$ cat src/hw/rtl/bdpc_pkg.sv
`default_nettype none

package bdpc_pkg;

	localparam int BUTTON_COUNT = 6;
	localparam int TIMER_BITS = 16;
	localparam int CFG_TIME_BITS = 16;
	localparam int CMP_BITS = (TIMER_BITS > CFG_TIME_BITS) ? TIMER_BITS : CFG_TIME_BITS;

	localparam int KEY_BITS = 8;
	localparam int KIND_BITS = 2;
	localparam int BTN_BITS = 3;
	localparam int TABLE_KEYS = 6;
	localparam int TABLE_BITS = TABLE_KEYS * KEY_BITS;

	localparam int EVENT_KINDS = 3;
	localparam int EVENT_BITS = EVENT_KINDS * BUTTON_COUNT;

	localparam int QUEUE_DEPTH = 4;
	localparam int QPTR_BITS = $clog2(QUEUE_DEPTH);
	localparam int QCNT_BITS = $clog2(QUEUE_DEPTH + 1);

	localparam int IN_BYTES_BITS = 8;
	localparam int OUT_DATA_BITS = 16;

	localparam int CFG_INDEX_BITS = 3;

	localparam logic [CFG_INDEX_BITS-1:0] REG_DEBOUNCE_MS   = 3'd0;
	localparam logic [CFG_INDEX_BITS-1:0] REG_LONG_PRESS_MS = 3'd1;
	localparam logic [CFG_INDEX_BITS-1:0] REG_PREFIX_ENABLE = 3'd2;
	localparam logic [CFG_INDEX_BITS-1:0] REG_PREFIX_ONCE   = 3'd3;
	localparam logic [CFG_INDEX_BITS-1:0] REG_PREFIX_KEY    = 3'd4;
	localparam logic [CFG_INDEX_BITS-1:0] REG_LONG_KEY      = 3'd5;
	localparam logic [CFG_INDEX_BITS-1:0] REG_KEY_TABLE     = 3'd6;

	localparam logic [KIND_BITS-1:0] KIND_PREFIX = 2'd0;
	localparam logic [KIND_BITS-1:0] KIND_SHORT  = 2'd1;
	localparam logic [KIND_BITS-1:0] KIND_LONG   = 2'd2;

	typedef logic [TIMER_BITS-1:0] timer_t;
	typedef logic [EVENT_BITS-1:0] evmask_t;

	typedef struct packed {
		logic [CFG_TIME_BITS-1:0] debounce_ms;
		logic [CFG_TIME_BITS-1:0] long_press_ms;
		logic                     prefix_enable;
		logic                     prefix_once;
		logic [KEY_BITS-1:0]      prefix_key;
		logic [KEY_BITS-1:0]      long_key;
		logic [TABLE_BITS-1:0]    key_table;
	} cfg_t;

	function automatic timer_t sat_inc(input timer_t v);
		timer_t r;
		if (v == '1) begin
			r = v;
		end else begin
			r = v + timer_t'(1);
		end
		return r;
	endfunction

	function automatic logic [KEY_BITS-1:0] short_key(input logic [TABLE_BITS-1:0] tbl,
		input logic [BTN_BITS-1:0] idx);
		logic [KEY_BITS-1:0] r;
		r = '0;
		for (int k = 0; k < TABLE_KEYS; k++) begin
			if (idx == BTN_BITS'(k)) begin
				r = tbl[k*KEY_BITS +: KEY_BITS];
			end
		end
		return r;
	endfunction

endpackage

`default_nettype wire

$ cat src/hw/rtl/bdpc_queue.sv
`default_nettype none

module bdpc_queue (
	input  wire                  clk,
	input  wire                  arst_n,
	input  wire                  push,
	input  wire bdpc_pkg::evmask_t push_data,
	input  wire                  pop,
	output logic                 full,
	output logic                 nonempty,
	output bdpc_pkg::evmask_t    head
);
	import bdpc_pkg::*;

	evmask_t                mem_q [QUEUE_DEPTH];
	logic [QPTR_BITS-1:0]   wr_ptr_q;
	logic [QPTR_BITS-1:0]   rd_ptr_q;
	logic [QCNT_BITS-1:0]   cnt_q;

	function automatic logic [QPTR_BITS-1:0] ptr_next(input logic [QPTR_BITS-1:0] p);
		logic [QPTR_BITS-1:0] r;
		if (p == QPTR_BITS'(QUEUE_DEPTH - 1)) begin
			r = '0;
		end else begin
			r = p + QPTR_BITS'(1);
		end
		return r;
	endfunction

	assign full = (cnt_q == QCNT_BITS'(QUEUE_DEPTH));
	assign nonempty = (cnt_q != '0);
	assign head = mem_q[rd_ptr_q];

	always_ff @(posedge clk) begin
		if (push) begin
			mem_q[wr_ptr_q] <= push_data;
		end
	end

	always_ff @(posedge clk or negedge arst_n) begin
		if (!arst_n) begin
			wr_ptr_q <= '0;
			rd_ptr_q <= '0;
			cnt_q <= '0;
		end else begin
			if (push) begin
				wr_ptr_q <= ptr_next(wr_ptr_q);
			end
			if (pop) begin
				rd_ptr_q <= ptr_next(rd_ptr_q);
			end
			if (push && !pop) begin
				cnt_q <= cnt_q + QCNT_BITS'(1);
			end else if (pop && !push) begin
				cnt_q <= cnt_q - QCNT_BITS'(1);
			end
		end
	end

`ifndef SYNTHESIS
	a_no_push_full: assert property (@(posedge clk) disable iff (!arst_n)
		!(push && full && !pop)) else $error("queue written while full");
	a_no_pop_empty: assert property (@(posedge clk) disable iff (!arst_n)
		!(pop && !nonempty)) else $error("queue read while empty");
	a_cnt_range: assert property (@(posedge clk) disable iff (!arst_n)
		cnt_q <= QCNT_BITS'(QUEUE_DEPTH)) else $error("queue count out of range");
	a_cnt_step: assert property (@(posedge clk) disable iff (!arst_n)
		(push && !pop) |=> (cnt_q == $past(cnt_q) + QCNT_BITS'(1)))
		else $error("queue count did not follow a write");
`endif

endmodule

`default_nettype wire

$ cat src/hw/rtl/bdpc_front.sv
`default_nettype none

module bdpc_front (
	input  wire                            clk,
	input  wire                            arst_n,
	input  wire bdpc_pkg::cfg_t            cfg,
	input  wire                            tick_valid,
	input  wire [bdpc_pkg::BUTTON_COUNT-1:0] raw_levels,
	input  wire                            link_up,
	input  wire                            queue_full,
	output logic                           tick_ready,
	output logic                           push,
	output bdpc_pkg::evmask_t              push_data
);
	import bdpc_pkg::*;

	logic [BUTTON_COUNT-1:0] prev_q;
	logic [BUTTON_COUNT-1:0] deb_q;
	logic [BUTTON_COUNT-1:0] held_q;
	logic [BUTTON_COUNT-1:0] long_done_q;
	timer_t                  stable_q [BUTTON_COUNT];
	timer_t                  hold_q [BUTTON_COUNT];
	logic                    armed_q;

	logic [BUTTON_COUNT-1:0] deb_d;
	logic [BUTTON_COUNT-1:0] held_d;
	logic [BUTTON_COUNT-1:0] long_done_d;
	timer_t                  stable_d [BUTTON_COUNT];
	timer_t                  hold_d [BUTTON_COUNT];
	logic                    armed_d;
	evmask_t                 mask;
	logic                    take;

	always_comb begin
		logic   lvl;
		logic   dl;
		logic   held;
		logic   ld;
		logic   armed;
		timer_t st;
		timer_t ht;
		armed = armed_q;
		mask = '0;
		for (int i = 0; i < BUTTON_COUNT; i++) begin
			lvl = raw_levels[i];
			dl = deb_q[i];
			held = held_q[i];
			ld = long_done_q[i];
			st = (lvl != prev_q[i]) ? '0 : sat_inc(stable_q[i]);
			ht = held_q[i] ? sat_inc(hold_q[i]) : hold_q[i];
			if ((CMP_BITS'(st) > CMP_BITS'(cfg.debounce_ms)) && (lvl != dl)) begin
				dl = lvl;
				if (!lvl) begin
					held = 1'b1;
					ht = '0;
					ld = 1'b0;
				end else if (held) begin
					if (!ld && (CMP_BITS'(ht) < CMP_BITS'(cfg.long_press_ms))) begin
						if (cfg.prefix_enable && (!cfg.prefix_once || armed)) begin
							mask[EVENT_KINDS*i + int'(KIND_PREFIX)] = link_up;
							if (cfg.prefix_once) begin
								armed = 1'b0;
							end
						end
						mask[EVENT_KINDS*i + int'(KIND_SHORT)] = link_up;
					end
					held = 1'b0;
					ld = 1'b0;
				end
			end
			if (held && !ld && (CMP_BITS'(ht) >= CMP_BITS'(cfg.long_press_ms))) begin
				mask[EVENT_KINDS*i + int'(KIND_LONG)] = link_up;
				armed = 1'b1;
				ld = 1'b1;
			end
			deb_d[i] = dl;
			held_d[i] = held;
			long_done_d[i] = ld;
			stable_d[i] = st;
			hold_d[i] = ht;
		end
		armed_d = armed;
	end

	assign tick_ready = !queue_full;
	assign take = tick_valid && !queue_full;
	assign push = take && (mask != '0);
	assign push_data = mask;

	always_ff @(posedge clk or negedge arst_n) begin
		if (!arst_n) begin
			prev_q <= '1;
			deb_q <= '1;
			held_q <= '0;
			long_done_q <= '0;
			armed_q <= 1'b1;
			for (int i = 0; i < BUTTON_COUNT; i++) begin
				stable_q[i] <= '1;
				hold_q[i] <= '0;
			end
		end else if (take) begin
			prev_q <= raw_levels;
			deb_q <= deb_d;
			held_q <= held_d;
			long_done_q <= long_done_d;
			armed_q <= armed_d;
			for (int i = 0; i < BUTTON_COUNT; i++) begin
				stable_q[i] <= stable_d[i];
				hold_q[i] <= hold_d[i];
			end
		end
	end

endmodule

`default_nettype wire

$ cat src/hw/rtl/bdpc_back.sv
`default_nettype none

module bdpc_back (
	input  wire                                clk,
	input  wire                                arst_n,
	input  wire bdpc_pkg::cfg_t                cfg,
	input  wire                                queue_nonempty,
	input  wire bdpc_pkg::evmask_t             queue_head,
	output logic                               pop,
	output logic                               out_valid,
	input  wire                                out_ready,
	output logic [bdpc_pkg::KEY_BITS-1:0]      key_code,
	output logic [bdpc_pkg::KIND_BITS-1:0]     event_kind,
	output logic [bdpc_pkg::BTN_BITS-1:0]      button_index,
	output logic                               last_of_tick
);
	import bdpc_pkg::*;

	evmask_t               cur_q;
	logic                  out_valid_q;
	logic [KEY_BITS-1:0]   key_q;
	logic [KIND_BITS-1:0]  kind_q;
	logic [BTN_BITS-1:0]   btn_q;
	logic                  last_q;

	evmask_t               low;
	evmask_t               rest;
	logic                  have;
	logic                  adv;
	logic [KIND_BITS-1:0]  sel_kind;
	logic [BTN_BITS-1:0]   sel_btn;
	logic [KEY_BITS-1:0]   sel_key;

	assign have = (cur_q != '0);
	assign adv = !out_valid_q || out_ready;
	assign low = cur_q & (~cur_q + evmask_t'(1));
	assign rest = cur_q & ~low;
	assign pop = queue_nonempty && (!have || (adv && (rest == '0)));

	always_comb begin
		sel_kind = KIND_PREFIX;
		sel_btn = '0;
		for (int b = 0; b < BUTTON_COUNT; b++) begin
			for (int k = 0; k < EVENT_KINDS; k++) begin
				if (low[EVENT_KINDS*b + k]) begin
					sel_kind = KIND_BITS'(k);
					sel_btn = BTN_BITS'(b);
				end
			end
		end
		case (sel_kind)
			KIND_PREFIX: sel_key = cfg.prefix_key;
			KIND_SHORT:  sel_key = short_key(cfg.key_table, sel_btn);
			KIND_LONG:   sel_key = cfg.long_key;
			default:     sel_key = '0;
		endcase
	end

	always_ff @(posedge clk) begin
		if (adv && have) begin
			key_q <= sel_key;
			kind_q <= sel_kind;
			btn_q <= sel_btn;
			last_q <= (rest == '0);
		end
	end

	always_ff @(posedge clk or negedge arst_n) begin
		if (!arst_n) begin
			cur_q <= '0;
			out_valid_q <= 1'b0;
		end else begin
			if (adv) begin
				out_valid_q <= have;
			end
			if (pop) begin
				cur_q <= queue_head;
			end else if (adv && have) begin
				cur_q <= rest;
			end
		end
	end

	assign out_valid = out_valid_q;
	assign key_code = key_q;
	assign event_kind = kind_q;
	assign button_index = btn_q;
	assign last_of_tick = last_q;

endmodule

`default_nettype wire

$ cat src/hw/rtl/button_debounce_press_classifier_top.sv
`default_nettype none

// Debounces six active-low buttons and turns presses into key codes. Every input
// transfer is one millisecond tick; a press held past the long-press time yields the
// long key once, a shorter press yields an optional prefix key and then the button's
// own key, buttons in index order, with the event kind on tuser and tlast on the final
// key of a tick. A new tick may be taken every cycle while the four-entry tick queue has
// room; key results leave at one per cycle while m_tready is high, and a tick can carry
// up to twelve keys. Ticks that produce no key, including all ticks with the link down,
// never enter the queue. Configuration is written through cfg_we, cfg_index and
// cfg_data; the user must write it only while idle, as the block does not enforce this.
module button_debounce_press_classifier_top (
	input  wire         clk,
	input  wire         arst_n,
	input  wire         cfg_we,
	input  wire [2:0]   cfg_index,
	input  wire [47:0]  cfg_data,
	input  wire         s_tvalid,
	output logic        s_tready,
	input  wire [7:0]   s_tdata,   // raw_levels[5:0], link_up[6], zero[7]
	output logic        m_tvalid,
	input  wire         m_tready,
	output logic [15:0] m_tdata,   // key_code[7:0], button_index[10:8], zero[15:11]
	output logic [1:0]  m_tuser,   // event_kind[1:0]
	output logic        m_tlast
);
	import bdpc_pkg::*;

	cfg_t                  cfg_q;
	logic                  q_full;
	logic                  q_nonempty;
	logic                  q_push;
	logic                  q_pop;
	evmask_t               q_in;
	evmask_t               q_head;
	logic [KEY_BITS-1:0]   key_code;
	logic [KIND_BITS-1:0]  event_kind;
	logic [BTN_BITS-1:0]   button_index;

	always_ff @(posedge clk or negedge arst_n) begin
		if (!arst_n) begin
			cfg_q.debounce_ms <= CFG_TIME_BITS'(30);
			cfg_q.long_press_ms <= CFG_TIME_BITS'(800);
			cfg_q.prefix_enable <= 1'b0;
			cfg_q.prefix_once <= 1'b0;
			cfg_q.prefix_key <= '0;
			cfg_q.long_key <= '0;
			cfg_q.key_table <= '0;
		end else if (cfg_we) begin
			case (cfg_index)
				REG_DEBOUNCE_MS:   cfg_q.debounce_ms <= cfg_data[CFG_TIME_BITS-1:0];
				REG_LONG_PRESS_MS: cfg_q.long_press_ms <= cfg_data[CFG_TIME_BITS-1:0];
				REG_PREFIX_ENABLE: cfg_q.prefix_enable <= cfg_data[0];
				REG_PREFIX_ONCE:   cfg_q.prefix_once <= cfg_data[0];
				REG_PREFIX_KEY:    cfg_q.prefix_key <= cfg_data[KEY_BITS-1:0];
				REG_LONG_KEY:      cfg_q.long_key <= cfg_data[KEY_BITS-1:0];
				REG_KEY_TABLE:     cfg_q.key_table <= cfg_data[TABLE_BITS-1:0];
				default: begin
				end
			endcase
		end
	end

	bdpc_front u_front (
		.clk        (clk),
		.arst_n     (arst_n),
		.cfg        (cfg_q),
		.tick_valid (s_tvalid),
		.raw_levels (s_tdata[BUTTON_COUNT-1:0]),
		.link_up    (s_tdata[BUTTON_COUNT]),
		.queue_full (q_full),
		.tick_ready (s_tready),
		.push       (q_push),
		.push_data  (q_in)
	);

	bdpc_queue u_queue (
		.clk       (clk),
		.arst_n    (arst_n),
		.push      (q_push),
		.push_data (q_in),
		.pop       (q_pop),
		.full      (q_full),
		.nonempty  (q_nonempty),
		.head      (q_head)
	);

	bdpc_back u_back (
		.clk            (clk),
		.arst_n         (arst_n),
		.cfg            (cfg_q),
		.queue_nonempty (q_nonempty),
		.queue_head     (q_head),
		.pop            (q_pop),
		.out_valid      (m_tvalid),
		.out_ready      (m_tready),
		.key_code       (key_code),
		.event_kind     (event_kind),
		.button_index   (button_index),
		.last_of_tick   (m_tlast)
	);

	assign m_tdata = {5'b00000, button_index, key_code};
	assign m_tuser = event_kind;

endmodule

`default_nettype wire
$ cat config.mk
export PLATFORM = sky130hd
export DESIGN_NAME = button_debounce_press_classifier_top
export DESIGN_NICKNAME = d
export VERILOG_FILES = /design/src/hw/rtl/bdpc_pkg.sv /design/src/hw/rtl/bdpc_queue.sv /design/src/hw/rtl/bdpc_front.sv /design/src/hw/rtl/bdpc_back.sv /design/src/hw/rtl/button_debounce_press_classifier_top.sv
export SDC_FILE = /design/constraint.sdc
export NUM_CORES = 1
export LEC_CHECK = 0
export BUFFER_PORTS_ARGS = -buffer_cell sky130_fd_sc_hd__buf_4
export CAP_MARGIN = 5
export CORE_MARGIN = 4
export CORE_UTILIZATION = 63
export CTS_CLUSTER_DIAMETER = 80
export DETAILED_ROUTE_END_ITERATION = 10
export PLACE_DENSITY_LB_ADDON = 0.05
export SETUP_SLACK_MARGIN = 0.02
export SLEW_MARGIN = 20
export SYNTH_ARGS = -nofsm -noshare
export SYNTH_HDL_FRONTEND = slang
export SYNTH_HIERARCHICAL = 1
export SYNTH_SLANG_ARGS = --single-unit
$ cat constraint.sdc
create_clock -name clk -period 9.5 [get_ports clk]
set_clock_uncertainty 0.1 [all_clocks]
set_input_delay 1.425 -clock clk [delete_from_list [all_inputs] [get_ports clk]]
set_output_delay 1.425 -clock clk [all_outputs]
set_load 0.01 [all_outputs]
==> results.ini <==
[worst_hold_path]
hold_path_class = reg2reg
whs_path_depth = 2
min_to = u_front/stable_q[30]
hold_start = u_front/stable_q[30]

[logic_synthesis]
muxShareOfSynthArea_pct = 8.36
synth_edf_count = 86
synth_top_area_share_pct = 19.0
synth_area_leaders = dfrtp_1 19%, ha_1 13%, dfstp_2 10%
synthAdderAreaFrac_pct = 12.8
synth_cells = 3048
ys_seq_area_share_pct = 38.1
synth_area_per_cell_um2 = 9.70
synth_top_family_by_area = simple AND/OR/NAND/NOR gates
synthFlopType = dfrtp_1
synth_cell_type_count = 110
synth-seq-cells = 427
synth-xor-area-share_pct = 4.50
yosys.area_share.simple_pct = 18.2
yosysWarnings = 6
yosysTopAreaCell = dfrtp_1
syn_area_mm2 = 0.0296
synth_compound_area_share_pct = 14.2
ys_async_sr_fraction_pct = 79.9

[floorplan]
die_h_um = 225
io_pins = 85
die_w_um = 225
dieArea_mm2 = 0.0505
initial_core_util_pct = 63.7
coreArea_mm2 = 0.0465
placementRows = 79

[sta]
hold_viol_final = 0
setup_viol = 0
tightest_slew_ps = 1100
clock.fmax_ghz = 0.118
slew_headroom_pct = 26.0
rsz0062_at_grt = false
finalCritPeriodShare_pct = 89.5
drv_slew = 0
min_period_ps = 8500
setup_ws_ps = 1000
fin_setup_tns_ps = 0
hold_ws_ps = 375

[power_and_ir_drop]
pwr-share-seq_pct = 34.9
p_leak_nw = 14.7
combPwrFrac_pct = 37.4
switching_share_pct = 38.3
intPower_mw = 4.47
p_per_area_mw_per_mm2 = 224
irDropWorstVdd_uv = 196
switchingPower_mw = 2.78
power_mw = 7.25
clkPwrFrac_pct = 27.7

[placed_design]
pre_cts_slack_ps = 846
gp_congestion = 0.893
post_dp_cell_area_mm2 = 0.0306
port-buffer-count = 78
hpwl_mm = 55.2

[run]
drv_cap = 0

[clocking]
cts_buffers = 49
hold_buffers = 0
cts_sinks = 427
clockBufferDepth = 3
clockRootBuffer = clkbuf_16
cts.repair.resized = 0
cts_setup_buffers = 0
cts_max_level = 2
cts_tree = yes
clk_latency_ps = 600
clk_pin_slew_ps = 60

[worst_setup_path]
critPathLaunchType = flop
r2r-end = u_queue/cnt_q[2]
crit_required_ps = 9910
r2r_start = u_front/stable_q[86]
r2r_slack_ps = 1000
endpoint_kind = flop
cp_slowest_cell = nor4b_1
cp_common_cell = nor2_1
cp_max_fo = 17
rr_worst_depth = 33
crit_arrival_ps = 8910
crit_type = reg2reg
critPathMaxStageDelay_ps = 740

[grt]
antenna_found_initial = 1
grt_pass1_wl_mm = 126
grt_overflow_total = 0
grt_max_degree = 174
grt_use_total_pct = 30.8
grt_pass1_vias = 23503

[finish]
regArea_mm2 = 0.0113
multiInputGateArea_mm2 = 0.0172
stdcell_area_mm2 = 0.0324
drive_gt1_share_pct = 17.1
area_growth_pct = 9.54
n_fill_cell = 3547
nNetsFinal = 3456
antenna_cells = 0

[routing]
ant_nets = 0
drcViolationCount = 0
routedWlPerCell_um = 21.1
vias = 24045
wl_mm = 78.9
dr.pass1.iters = 7
vias_per_cell = 6.43
drt-initial-drc-count = 2143

[run_status]
status = complete, no violations

[power by group through the flow]
stage | combinational (mW) | clock, mW | sequential (mW)
floorplan | 1.95 | 0 | 2.43
global placement | 2.55 | 0 | 2.53
detailed placement | 2.66 | 0 | 2.55
CTS | 2.68 | 2.05 | 2.52
global route | 2.99 | 2.13 | 2.57
finish | 2.71 | 2.01 | 2.53
[how the worst max path moves through the flow]
stage	from	end	slack, ps	depth (start not counted)
2_1_floorplan	s_tdata[2]	u_queue/cnt_q[1]	2020	28
3_3_place_gp	s_tdata[0]	u_queue/cnt_q[2]	1060	28
3_5_place_dp	s_tdata[0]	u_queue/cnt_q[2]	850	28
4_1_cts	u_front/stable_q[86]	u_queue/cnt_q[2]	1190	33
5_1_grt	u_front/stable_q[86]	u_queue/cnt_q[2]	580	33
6_report	u_front/stable_q[86]	u_queue/cnt_q[2]	1000	33
[layout make-up]
cell class	count	share of cell area, %
clock buffer	64	4.37
clock inverter	27	0.993
inverter	137	1.59
multi-input combinational	2364	53.2
sequential	427	34.8
tap	607	2.34
timing repair buffer	112	2.73
[logic make-up (layout without fill, tap and decap cells)]
group / Yosys count / after routing
AND/OR/NAND/NOR: 1087 / 1087
AO/OA/AOI/OAI: 613 / 613
flip-flops: 427 / 427
adder cells (fa/ha/maj): 302 / 302
buffers and inverters: 261 / 340
multiplexers: 205 / 205
XOR/XNOR: 152 / 152
other: 1 / 5
[sequential cells by signal, indices dropped and copies added, names as in the netlist]
register and flops:
u_front/held_q 6, u_back/out_valid 1, u_back/event_kind 2, u_front/hold_q 96
u_queue/rd_ptr_q 2, u_back/cur_q 18, u_queue/wr_ptr_q 2, u_queue/cnt_q 3
u_back/key_code 8, u_front/armed_q 1, u_back/last_of_tick 1, u_front/prev_q 6
cfg_q 98, u_front/stable_q 96, u_queue/mem_q 72, u_front/deb_q 6
u_front/long_done_q 6, u_back/button_index 3
[cells in the mapped netlist (14+ instances only)]
master	n
clkbuf_1	84
nor4_1	27
a31oi_1	21
and4_1	18
mux4_2	18
o21a_1	17
mux2_2	152
and2_1	54
xor2_1	84
o31ai_1	112
edfxtp_1	86
nand2_1	360
o21ai_0	122
nor3_1	63
nand3_1	83
ha_1	300
a21o_1	57
nand2b_1	21
inv_1	136
xnor2_1	68
nor2b_1	22
a21oi_1	109
nor2_1	231
dfrtp_1	225
and3_1	48
mux2i_1	32
dfstp_2	116
nand4_1	81
o211ai_1	18
a211oi_1	14
[cell usage in the layout (no fill, tap or decap), types with 32 or more instances in the layout]
master     instances
a21o_1            57
a21oi_1          109
and2_1            54
and3_1            48
buf_4            108
clkbuf_16         51
dfrtp_1          225
dfstp_2          116
edfxtp_1          86
ha_1             300
inv_1            136
mux2_2           152
mux2i_1           32
nand2_1          359
nand3_1           83
nand4_1           81
nor2_1           230
nor3_1            63
o21ai_0          122
o31ai_1          112
xnor2_1           68
xor2_1            82
[critical path, delay by kind of cell, from the launching register on]
kind,cells,cell delay [ps]
adders and majority gates,4,1230
AOI/OAI and AO/OA,5,960
buffers and inverters,2,400
and+or+nand+nor,19,4640
xor gates and xnor gates,3,480
DFF,1,600
[metrics by stage]
stage | util [%] | std cells
after floorplan | - | 3052
after global placement | 65.9 | 3645
after detailed placement | 65.9 | 3645
after CTS | 69.7 | 3736
after global routing | 69.7 | 3738
final | 69.7 | 3738
[layer usage]
metal  wire (um)  global-route usage [%]  vias to the layer above
met4        2520                    10.2                        2
met5          11                       0                        -
met3        5290                    4.25                      169
li1            -                       -                    11306
met2       37100                    50.6                      852
met1       34000                    42.6                    11716
(Power assumes the default switching activity.)
